### config.mk
export PLATFORM = sky130hd
export DESIGN_NAME = interval_index_lookup
export DESIGN_NICKNAME = d
export VERILOG_FILES = /design/src/sv/iil_pkg.sv /design/src/sv/iil_table.sv /design/src/sv/interval_index_lookup.sv
export VERILOG_INCLUDE_DIRS = /design/src /design/src/sv
export SDC_FILE = /design/constraint.sdc
export NUM_CORES = 2
export LEC_CHECK = 0
export BUFFER_PORTS_ARGS = -buffer_cell sky130_fd_sc_hd__buf_2
export CAP_MARGIN = 25
export CORE_ASPECT_RATIO = 0.5
export CORE_MARGIN = 5
export CORE_UTILIZATION = 55
export CTS_CLUSTER_DIAMETER = 40
export DETAILED_ROUTE_END_ITERATION = 10
export PLACE_DENSITY_LB_ADDON = 0.08
export SLEW_MARGIN = 10
export SYNTH_ARGS = -nofsm -noshare
export SYNTH_HDL_FRONTEND = slang
export SYNTH_SLANG_ARGS = --single-unit
### constraint.sdc
create_clock -name clk -period 4 [get_ports clk]
set_clock_uncertainty 0.2 [all_clocks]
set_input_delay 0.4 -clock clk [delete_from_list [all_inputs] [get_ports clk]]
set_output_delay 0.4 -clock clk [all_outputs]
set_load 0.05 [all_outputs]
### src/sv/assert_macros.svh
// Assertion macros shared by the interval index lookup RTL.
`ifndef ASSERT_MACROS_SVH
`define ASSERT_MACROS_SVH

// Same-cycle implication; the consequent may open with a fixed delay.
`define ASSERT_IMPLY(label, clk, rst_n, ante, cons) \
    label: assert property (@(posedge clk) disable iff (!rst_n) (ante) |-> cons) \
        else $error("assertion failed");

// Next-cycle implication.
`define ASSERT_NEXT(label, clk, rst_n, ante, cons) \
    label: assert property (@(posedge clk) disable iff (!rst_n) (ante) |=> (cons)) \
        else $error("assertion failed");

`endif

### src/sv/iil_pkg.sv
// Shared widths, codes and defaults of the interval index lookup.
package iil_pkg;

    localparam int DEF_MAX_BOUNDS = 32;
    localparam int DEF_KEY_BITS   = 32;

    localparam int SLOT_W  = 5;
    localparam int COUNT_W = 6;
    localparam int BASE_W  = 16;
    localparam int INDEX_W = 17;
    localparam int CFG_W   = 16;
    localparam int CFG_IDX_W = 2;

    localparam int GROUP = 8;

    localparam logic OP_WRITE = 1'b0;
    localparam logic OP_QUERY = 1'b1;

    localparam logic [CFG_IDX_W-1:0] REG_BOUNDARY_COUNT = 2'd0;
    localparam logic [CFG_IDX_W-1:0] REG_BASE_INDEX     = 2'd1;

endpackage

### src/sv/iil_table.sv
// Boundary storage and the per-slot compare lanes.
module iil_table
    import iil_pkg::*;
#(
    parameter int MAX_BOUNDS = DEF_MAX_BOUNDS,
    parameter int KEY_BITS   = DEF_KEY_BITS
)
(
    input  logic                       clk,
    input  logic                       rst_n,
    input  logic                       wr_en,
    input  logic [SLOT_W-1:0]          wr_slot,
    input  logic signed [KEY_BITS-1:0] wr_value,
    input  logic                       q_valid,
    input  logic signed [KEY_BITS-1:0] q_key,
    input  logic [COUNT_W-1:0]         count,
    output logic                       hit_valid,
    output logic [MAX_BOUNDS-1:0]      hits
);

    localparam int IDX_W = $clog2(MAX_BOUNDS);

    logic signed [KEY_BITS-1:0] bound_reg [MAX_BOUNDS];
    logic                       hit_valid_reg;
    logic [MAX_BOUNDS-1:0]      hits_reg;
    logic [MAX_BOUNDS-1:0]      hits_next;
    logic                       slot_ok;

    assign slot_ok = (32'(wr_slot) < MAX_BOUNDS);

    always_ff @(posedge clk)
    begin
        if (wr_en && slot_ok)
        begin
            bound_reg[IDX_W'(wr_slot)] <= wr_value;
        end
    end

    always_comb
    begin
        for (int i = 0; i < MAX_BOUNDS; i++)
        begin
            hits_next[i] = (32'(count) > i) && (bound_reg[i] <= q_key);
        end
    end

    always_ff @(posedge clk or negedge rst_n)
    begin
        if (!rst_n)
        begin
            hit_valid_reg <= 1'b0;
        end
        else
        begin
            hit_valid_reg <= q_valid;
        end
    end

    always_ff @(posedge clk)
    begin
        hits_reg <= hits_next;
    end

    assign hit_valid = hit_valid_reg;
    assign hits      = hits_reg;

endmodule

### src/sv/interval_index_lookup.sv
// Top level of the interval index lookup: command port, count pipeline, result strobe.
//
// A beat with opcode write stores key_value in the given slot; the next beat
// already sees it. A query beat gives interval_index = base_index plus the
// number of boundaries among the first boundary_count slots that are at most
// the key. done is high for one cycle per query, set in the last register
// stage below together with interval_index, and stays low for writes.
// busy never rises: one beat is taken every cycle, write or query, and results
// leave in query order. The four register stages are the key register, loaded
// at the accepting edge, the compare lanes over all slots, the group counts of
// eight lanes and the final sum with base_index. Results cannot be held off;
// take them while done is high.
// A query that counts a slot never written since reset gives an undefined
// index.
`include "assert_macros.svh"

module interval_index_lookup
    import iil_pkg::*;
#(
    parameter int MAX_BOUNDS = DEF_MAX_BOUNDS,
    parameter int KEY_BITS   = DEF_KEY_BITS
)
(
    input  logic                       clk,
    input  logic                       rst_n,
    input  logic                       start,
    output logic                       busy,
    input  logic                       opcode,
    input  logic [SLOT_W-1:0]          slot,
    input  logic signed [KEY_BITS-1:0] key_value,
    output logic                       done,
    output logic [INDEX_W-1:0]         interval_index,
    input  logic                       cfg_write,
    input  logic [CFG_IDX_W-1:0]       cfg_index,
    input  logic [CFG_W-1:0]           cfg_data
);

    localparam int NGRP    = (MAX_BOUNDS + GROUP - 1) / GROUP;
    localparam int PAD_W   = NGRP * GROUP;
    localparam int GW      = $clog2(GROUP + 1);
    localparam int CNT_W   = $clog2(MAX_BOUNDS + 1);
    localparam int PIPE_LAT = 4;

    logic                       accept;
    logic                       wr_en;

    logic [COUNT_W-1:0]         boundary_count_reg;
    logic [BASE_W-1:0]          base_index_reg;

    logic                       s0_valid_reg;
    logic signed [KEY_BITS-1:0] s0_key_reg;

    logic                       s1_valid;
    logic [MAX_BOUNDS-1:0]      s1_hits;
    logic [PAD_W-1:0]           s1_hits_pad;

    logic                       s2_valid_reg;
    logic [GW-1:0]              grp_reg  [NGRP];
    logic [GW-1:0]              grp_next [NGRP];

    logic                       done_reg;
    logic [INDEX_W-1:0]         index_reg;
    logic [INDEX_W-1:0]         index_next;
    logic [CNT_W-1:0]           total;

    assign busy   = 1'b0;
    assign accept = start && !busy;
    assign wr_en  = accept && (opcode == OP_WRITE);

    always_ff @(posedge clk or negedge rst_n)
    begin
        if (!rst_n)
        begin
            boundary_count_reg <= '0;
            base_index_reg     <= '0;
        end
        else if (cfg_write)
        begin
            unique case (cfg_index)
                REG_BOUNDARY_COUNT: boundary_count_reg <= cfg_data[COUNT_W-1:0];
                REG_BASE_INDEX:     base_index_reg     <= cfg_data[BASE_W-1:0];
                default:            ;
            endcase
        end
    end

    always_ff @(posedge clk or negedge rst_n)
    begin
        if (!rst_n)
        begin
            s0_valid_reg <= 1'b0;
        end
        else
        begin
            s0_valid_reg <= accept && (opcode == OP_QUERY);
        end
    end

    always_ff @(posedge clk)
    begin
        s0_key_reg <= key_value;
    end

    iil_table #(
        .MAX_BOUNDS (MAX_BOUNDS),
        .KEY_BITS   (KEY_BITS)
    ) u_table (
        .clk       (clk),
        .rst_n     (rst_n),
        .wr_en     (wr_en),
        .wr_slot   (slot),
        .wr_value  (key_value),
        .q_valid   (s0_valid_reg),
        .q_key     (s0_key_reg),
        .count     (boundary_count_reg),
        .hit_valid (s1_valid),
        .hits      (s1_hits)
    );

    assign s1_hits_pad = PAD_W'(s1_hits);

    always_comb
    begin
        for (int g = 0; g < NGRP; g++)
        begin
            grp_next[g] = '0;
            for (int j = 0; j < GROUP; j++)
            begin
                grp_next[g] = grp_next[g] + GW'(s1_hits_pad[g * GROUP + j]);
            end
        end
    end

    always_ff @(posedge clk or negedge rst_n)
    begin
        if (!rst_n)
        begin
            s2_valid_reg <= 1'b0;
        end
        else
        begin
            s2_valid_reg <= s1_valid;
        end
    end

    always_ff @(posedge clk)
    begin
        for (int g = 0; g < NGRP; g++)
        begin
            grp_reg[g] <= grp_next[g];
        end
    end

    always_comb
    begin
        total = '0;
        for (int g = 0; g < NGRP; g++)
        begin
            total = total + CNT_W'(grp_reg[g]);
        end
        index_next = INDEX_W'(base_index_reg) + INDEX_W'(total);
    end

    always_ff @(posedge clk or negedge rst_n)
    begin
        if (!rst_n)
        begin
            done_reg <= 1'b0;
        end
        else
        begin
            done_reg <= s2_valid_reg;
        end
    end

    always_ff @(posedge clk)
    begin
        index_reg <= index_next;
    end

    assign done           = done_reg;
    assign interval_index = index_reg;

    `ASSERT_IMPLY(a_query_gives_beat, clk, rst_n, accept && (opcode == OP_QUERY), ##PIPE_LAT done)
    `ASSERT_IMPLY(a_no_invented_beat, clk, rst_n, !(accept && (opcode == OP_QUERY)), ##PIPE_LAT !done)
    `ASSERT_NEXT(a_lanes_to_groups, clk, rst_n, s1_valid, s2_valid_reg)

endmodule
==> impl_metrics.ini <==
[finish]
area_growth_syn_to_layout_pct = 14.7
num-fill-cells = 7814
largest_register_ff_count = 1024
drive_above_1_share = 0.125
multi_input_comb_area_sq_um = 24400
nNetsFinal = 5710
final-seq-area_sq_um = 33300
final_area_sq_um = 66600

[die]
rows = 84
dieHeight_um = 240
initial_core_utilization = 0.554
die_w_um = 470
floorplan.io_pins = 79
die-area_sq_um = 113000
core_sq_um = 105000

[pwr]
peakVddDrop_v = 0.000524
power.density_cell_area_nw_per_um2 = 440
total_leakage_power_nw = 26.4

[timing]
setup_viol = 0
layout_worst_path_cycle_share = 0.985
period_minus_slack_ns = 3.94
hold_slack_ns = 0.0771
hold_viol = 0
timing.setup.tns_ns = 0
rsz0062_at_grt = false
worst_pin_slew_ns = 1.15
timing.fmax_mhz = 254
slew-limit-headroom = 0.234
slew_violations = 0

[logic_synthesis]
ys_seq_elements = 1147
synth-seq-area-share = 0.574
synth.lib_cells_used.distinct = 65
netlist_area_sq_um = 58100
netlist_top_cells_count = 1047 x ha_1, 1024 x edfxtp_1, 379 x a21oi_1
yosys.cell_count.top_type = ha_1
synth.largest_area_cell = edfxtp_1
cell_types_occupying_the_most_area_after_synthesis = edfxtp_1 53%, ha_1 23%, dfxtp_1 3.3%, a21oi_1 3.3%, nand4_1 2.3%
async_reset_ff_frac = 0.0227
yosysWarnings = 0
main_synth_ff_type = edfxtp_1
yosys.area.top_type_share = 0.529
synth_fp_nets = 5288
postSynthCellCount = 4154
synth_edf_count = 1024
postSynthAreaPerCell_sq_um = 14.0

[grt]
grt_util_met1 = 0.457
grt_util_met3 = 0.0851
global_route.overflow_total = 0
first_global_vias = 38400
global_route_wire_length_before_repair_mm = 255
track_usage = 0.314
number_of_antenna_violations_at_the_first_check_in_global_routing = 11
grt.met2_usage = 0.462
top_usage_layer = met2
grt_max_degree = 34

[worst_setup_path]
r2r_end = u_table.hits[24]$_DFF_P_
reg2reg_setup_slack_ns = 0.06
critPathKind = register to register
critical_path_required_ns = 4.42
worst_reg2reg_path_length_in_cells = 10
setup.worst_path.start_class = register
worst_r2r_startpoint = s0_key_reg[28]$_DFF_P_
timing.critical_path.fanout_max = 18
end_kind = register
crit_arrival_ns = 4.36

[min_path]
hold_class = input pin to register
hold_depth = 1
hp-start = key_value[8]
hold_end = s0_key_reg[8]$_DFF_P_

[detailed_routing]
detail_route.wl_per_cell_um = 29.3
via_count = 39400
via_per_inst = 6.46
firstDrtPassIters = 6
antenna_violating_nets_left = 0
drt-total-wl_mm = 179
drt_drc_violations_left = 0
initialDrtViolationCount = 4813

[clocking]
cts.sinks = 1147
numCtsBuffers = 118
cts_htree_levels = 3
insertion_delay_ns = 0.74
root_buffer = clkbuf_16
number_of_buffers_between_clock_root_and_the_deepest_sink = 3
cts.reportedPaths.clkPinSlew_ns = 0.06
tritoncts = built

[status]
run_status = finished, final reports clean

[job]
maxCapViolCount = 0

[placed_design]
globalplace.congestion = 0.922
port_buffers = 77
detailedPlacementHpwl_mm = 121
post_dp_cell_area_sq_um = 62200
[layer usage]
layer | wire length, um | vias up
met3 | 21700 | 331
met4 | 5450 | 0
met5 | 0 | -
met2 | 74500 | 2006
li1 | - | 17500
met1 | 76900 | 19600
[what timing repair did]
action,CTS,global route
hold buffers,34,1
endpoints found under the setup margin,1,8
resized for setup,1,4
pin swaps,0,2
endpoints found under the hold margin,155,9
buffers inserted,0,1
[stage by stage]
step                cells  power, mW  worst slack (ns)  utilization
floorplan            4154       16.3             0.399            -
global placement     5825       17.9            -0.206        0.591
detailed placement   5835       18.0            -0.204        0.593
CTS                  6093       29.4            0.0158        0.634
global route         6099       30.4            0.0114        0.635
finish               6102       29.3            0.0594        0.635
[layout make-up]
| type | instances | share of cell area |
|---|---|---|
| inverters | 142 | 0.00800 |
| clock buffers | 143 | 0.0474 |
| well taps | 1419 | 0.0267 |
| diodes | 3 | 0.000113 |
| repair buffers | 316 | 0.0384 |
| clock inverters | 81 | 0.0124 |
| flip-flops and latches | 1147 | 0.501 |
| multi-input cells | 2851 | 0.366 |
[cell families after synthesis]
kind of cell | share of synthesized area
DFF | 0.574
adders and majority gates | 0.235
and+or+nand+nor | 0.0805
AOI/OAI and AO/OA | 0.0936
buffers and inverters | 0.0102
muxes | 0.00427
xor gates and xnor gates | 0.00241
other | 0.0000646
[worst max-delay path: stages (launching register included)]
cell and delay, ns:
dfxtp_1 0.30, inv_2 0.55, buf_4 0.23, buf_4 0.19
ha_1 0.16, nand4_1 0.15, nor4_1 0.48, nand4_1 0.45
a31oi_1 0.77, nand3_1 0.15, o211a_1 0.19
[cells in the final DEF, fill, tap and decap left out, types with 37 or more instances in the layout]
cell	n
ha_1	1047
edfxtp_1	1024
a21oi_1	379
nand4_1	212
nand2_1	184
buf_4	179
a21o_1	140
clkbuf_16	121
inv_1	111
nor2_1	105
dfxtp_1	96
o21ai_0	92
nand3_1	80
buf_2	78
nor2b_1	55
o211ai_1	44
nor3_1	38
a221o_1	37
[worst max path at each step]
stage                                        from                    endpoint  slack, ns  cells past startpoint
floorplan           base_index_reg[1]$_DFFE_PN0P_  interval_index[13]$_DFF_P_       0.40                     12
global placement           s0_key_reg[28]$_DFF_P_    u_table.hits[21]$_DFF_P_      -0.21                     10
detailed placement         s0_key_reg[28]$_DFF_P_    u_table.hits[21]$_DFF_P_      -0.20                     10
CTS                        s0_key_reg[29]$_DFF_P_     u_table.hits[7]$_DFF_P_       0.02                     10
global route               s0_key_reg[28]$_DFF_P_    u_table.hits[24]$_DFF_P_       0.01                     10
finish                     s0_key_reg[28]$_DFF_P_    u_table.hits[24]$_DFF_P_       0.06                     10
[power by group]
group	switching [mW]	leakage [nW]	internal [mW]
combinational	2.77	14.1	1.56
sequential	0.181	10.3	13.4
clock	4.91	1.92	6.50
Note: power is estimated with default switching activity, not from simulation.
